==> config.mk <==
export PLATFORM = sky130hd
export DESIGN_NAME = ffaa_ram
export DESIGN_NICKNAME = d
export VERILOG_FILES = /design/src/rtl/core/ffaa_ram.sv
export SDC_FILE = /design/constraint.sdc
export NUM_CORES = 2
export LEC_CHECK = 0
export BUFFER_PORTS_ARGS = -buffer_cell sky130_fd_sc_hd__buf_2
export CORE_MARGIN = 4
export CORE_UTILIZATION = 40
export DETAILED_ROUTE_END_ITERATION = 12
export SLEW_MARGIN = 20
export SYNTH_ARGS = -nofsm -noshare
export SYNTH_HDL_FRONTEND = slang
export SYNTH_SLANG_ARGS = --single-unit
==> constraint.sdc <==
create_clock -name clk -period 2.07 [get_ports clk]
set_input_delay 0.3105 -clock clk [delete_from_list [all_inputs] [get_ports clk]]
set_output_delay 0.3105 -clock clk [all_outputs]
set_load 0.01 [all_outputs]
==> src/rtl/core/ffaa_ram.sv <==
// generic single write port ram with registered read
`timescale 1ns / 1ps
`default_nettype none
module ffaa_ram #(
	parameter int WIDTH = 8,
	parameter int DEPTH = 256
) (
	input  wire logic                     clk,
	input  wire logic                     we,
	input  wire logic [$clog2(DEPTH)-1:0] waddr,
	input  wire logic [WIDTH-1:0]         wdata,
	input  wire logic [$clog2(DEPTH)-1:0] raddr,
	output logic      [WIDTH-1:0]         rdata
);
	logic [WIDTH-1:0] mem_q [DEPTH];

	// write and registered read
	always_ff @(posedge clk) begin
		if (we) begin
			mem_q[waddr] <= wdata;
		end
		rdata <= mem_q[raddr];
	end
endmodule
`default_nettype wire

After elaboration in Yosys (flattened, before gate mapping)
Memory sizes are Yosys's and may differ from the RTL's. A register that Yosys moved wholly into a read port is not among the register bits.
Cells that the tools add are included.
Widths: inputs -> output; s select.
- add/sub/neg operators: 0
- multipliers: 0
- divide/modulo/power cells: 0
- order comparisons: 0
- equal/unequal tests: 0
- shifts and indexed selects: 0
- muxes and demuxes: 2
- bitwise operators: 0
- reductions and logical operators: 0
- operator list (cell ; count):
    $mux 1 ; 2
- register bits: 0
- latch bits: 0
- RAM bits: 2048
- bits in read-only memories: 0
- input bits: 26
- memories: 1
- memories (name ; depth ; width ; rd ports ; clocked after Yosys merged registers in ; write ports ; line ; RTL):
    mem_q ; 256 ; 8 ; 1 ; 1 ; 1 ; 15 ; logic [WIDTH-1:0] mem_q [DEPTH];

Logic depth before layout (Yosys ltp)
- word-level depth: 2
- mapped depth: 11

Worst setup path before layout
Ideal clock, no wire load.
- kind: input to register
- start: input port raddr[0]
- end: register rdata[2], read port of mem_q
- setup time: 131 ps
- data arrival time: 2117 ps
- required time: 1939 ps
- path slack: -178 ps
- stages on the path: 9
- buffers on the path: 4
- cells stage by stage: buf_6 buf_12 buf_8 buf_2 mux4_2 a22oi_1 a21oi_1 nor4_1 nor4_2
- RTL lines (item ; line ; RTL):
    from (decl) ; 12 ; input wire logic [$clog2(DEPTH)-1:0] raddr,
    to (decl) ; 13 ; output logic [WIDTH-1:0] rdata

==> impl_results.md <==
- Critical Path AT: 3.01 ns
- Syn nets: 3759
- Register Area: 61700 um2
- Nature of the critical path endpoint: register
- Grt ovf: 0
- Max Fanout on Critical Path: 1
- Die ar.: 206000 um2
- Clk_skew: 0.0310 ns
- Power per cell area: 919 nW/um2
- DRC violation count after routing: 0
- XOR/XNOR Fraction of Synth Area: 0
- Syn Inst Count: 3733
- Initial DRT Pass Iterations: 5
- Failing checks: setup timing
- Longest Clk Path Bufs: 3
- Clock-pin slew on the worst setup and hold paths: approximately 0.06 ns
- Antenna viol nets, final: 0
- Share of the synthesized area in the top cell type: 0.773
- Synth warn: 0
- Iteration-0 DRC count of the detailed router: 4660
- Non-filler instance count after layout: 7348
- Main combinational cell family by area after synthesis: multiplexers
- Relative slew margins: 0.381
- Post-layout util: 0.487
- RSZ-0062 raised after global routing: yes
- M1 wire length: between 80 and 90 mm
- Synth Flop Type: edfxtp_1
- Final hold vios: 0
- Tcrit/Tclk final: 1.10
- Post-Route WL: 204 mm
- Root buf cell: clkbuf_16
- Number of port buffers: 33
- WS Path Type: reg -> reg
- Post-CTS Setup Inserts: 0
- DP Cell Count: around 6900
- Met2 wire len: 101 mm
- Part of the Yosys area used for sequential elements: 0.775
- Most common cell in the synthesized netlist: edfxtp_1
- GRT Resource Usage Total: 0.199
- LEAKAGE: 31.3 nW
- TritonCTS Sinks: a little over 2000
- RePlAce Congestion: 0.891
- Post-synthesis async set-or-reset flop share: 0
- Synth area leader: edfxtp_1
- Core region area: ~200000 um2
- Worst Path Required: 2.81 ns
- H-tree Lvls: 4
- NumNets Final: 4549
- Top cells by area, synth: edfxtp_1, mux4_2, mux2i_1, nor2_1, a22oi_1
- Post-synthesis compound-gate area fraction: 0.0342
- DP Wirelength: between 100 and 150 mm
- Number of synthesized flops with an enable pin: a little over 2000
- Top post-synthesis cells by count: edfxtp_1, mux4_2, nor2_1
- Met3 wire length: 14.5 mm
- Seq cells post-synth: approximately 2100
- Distinct cells, synth: 55
- Drt via density: approximately 5.6
- Die W: 454 um
- Critical path launch point type: register
- Endpoints failing setup: 8
- Worst min path class: in -> reg
- Overall Power: 88.4 mW
- Area occupied by multi-input gates: approximately 17000 um2
- FMAX: around 440 MHz
- DIE HEIGHT: 454 um
- Cts bufs inserted: roughly 210
- Vias in the first global route: 41100
- TritonCTS clock tree: yes
- Syn Std Cell Area: 79600 um2
- Status: complete, but fails checks
- Synthesis-to-layout area growth: 20.9%
- Pin count of the biggest net entering global routing: 101
- Worst-Margin Slew: 0.928 ns
- Initial antenna violation count: 8
- Fin crit period: between 2 and 2.5 ns
- Clock Latency Late Sink: 0.84 ns
- Post-synthesis simple-gate area fraction: 0.0263
- Highest metal used: met4
- Max-slew violations: 0
- Peak VDD IR: around 0.00094 V
- Mux cell area share after synthesis: 0.146
- Initial cell density of the core: 0.403
- Io pins: 34
- # fillers: roughly 16000
- Layout cells sized above 1: 0.350
- First-pass GRT wire length: a little under 300 mm
- Vias: 40900
- Post-Synth Adder-Cell Area: 0
- # rows: 163
- Max-cap viol count: 0
- Drt wl/cell: 27.8 um
- Worst setup margin: -0.205 ns
- Mapped Avg Cell Area: 21.3 um2
[worst max-delay path: stages, from the launching register on]
cell      delay, ns
edfxtp_1       0.36
mux4_2         0.47
a22oi_1        0.31
a21oi_1        0.20
nor4_2         0.57
buf_4          0.23
nor4_2         0.04
[layout make-up]
| type | count | share of cell area |
|---|---|---|
| flip-flops and latches | 2056 | 0.641 |
| multi-input cells | 1442 | 0.176 |
| repair buffers | 816 | 0.0772 |
| clock buffers | 260 | 0.0562 |
| well taps | 2640 | 0.0343 |
| clock inverters | 127 | 0.0145 |
| diodes | 5 | 0.000130 |
| inverters | 2 | 0.0000781 |
[through the flow]
step / instance area, um2 / worst slack [ns] / hold slack, ns / setup TNS, ns
after global placement: 88900 / -1.39 / 0.653 / -10.63
after global routing: 96200 / -0.242 / 0.167 / -1.29
after CTS: 96000 / -0.274 / 0.101 / -1.16
final: 96200 / -0.205 / 0.168 / -0.750
after detailed placement: 88900 / -1.41 / 0.654 / -10.80
after floorplan: 79900 / -0.0593 / 0.409 / -36.86
[final timing paths]
kind / startpoint / end / slack, ns / cells past startpoint
max: mem_q[219][2] / rdata[2] / -0.20 / 6
min: waddr[2] / mem_q[174][5] / 0.17 / 4
max reg2reg: mem_q[219][2] / rdata[2] / -0.20 / 6
min reg2reg: mem_q[41][3] / rdata[3] / 0.98 / 6
[sequential cells by signal, summed over array words and instances, names as in the netlist]
signal / count
mem_q: 2048
rdata: 8
[metal layers]
metal,GRT usage,vias up
met2,0.324,1534
met4,0.0514,0
met5,0,-
li1,-,17300
met1,0.279,21800
met3,0.0347,280
[power breakdown]
part           internal, mW  total (mW)  leakage, nW  switching, mW
clock                  21.4        37.3         3.31           15.9
sequential             45.9        46.0         18.5         0.0982
combinational          2.11        5.07         9.48           2.96
total                  69.4        88.4         31.3           19.0
[placed cells by master, fill, tap and decap left out, types with 8 or more instances in the layout]
cell type,Yosys,routed
clkinv_1,1,44
o21ai_0,10,10
mux4_2,454,455
o221ai_1,46,44
a22oi_1,133,132
buf_12,8,101
o22ai_1,28,28
nor2_1,282,265
a21oi_1,96,96
mux2i_1,134,134
clkinv_4,0,8
nand4_1,10,10
clkbuf_16,0,207
nor2_2,0,13
nand2_1,33,33
nor3_1,22,16
nor2b_1,31,23
clkbuf_1,111,50
a211oi_2,0,9
nor4_2,3,15
clkinv_2,0,34
dfxtp_1,8,8
buf_4,27,677
o211ai_1,10,10
a22o_1,8,8
buf_2,31,21
nand3_1,34,34
buf_8,13,9
edfxtp_1,2048,2048
bufinv_16,0,22
[kinds of logic (layout without fill, tap and decap cells)]
group / Yosys count / in the layout
muxes: 591 / 591
other: 0 / 5
AOI/OAI and AO/OA: 385 / 385
buffers and inverters: 235 / 1205
and+or+nand+nor: 466 / 466
DFF: 2056 / 2056
[repair_timing]
item / in CTS / in global routing
endpoints found under the setup margin: 9 / 8
resized for setup: 55 / 17
pin swaps: 21 / 17
hold buffers: 7 / 0
hold endpoints to repair: 307 / 0
Note: power is estimated with default switching activity, not from simulation.
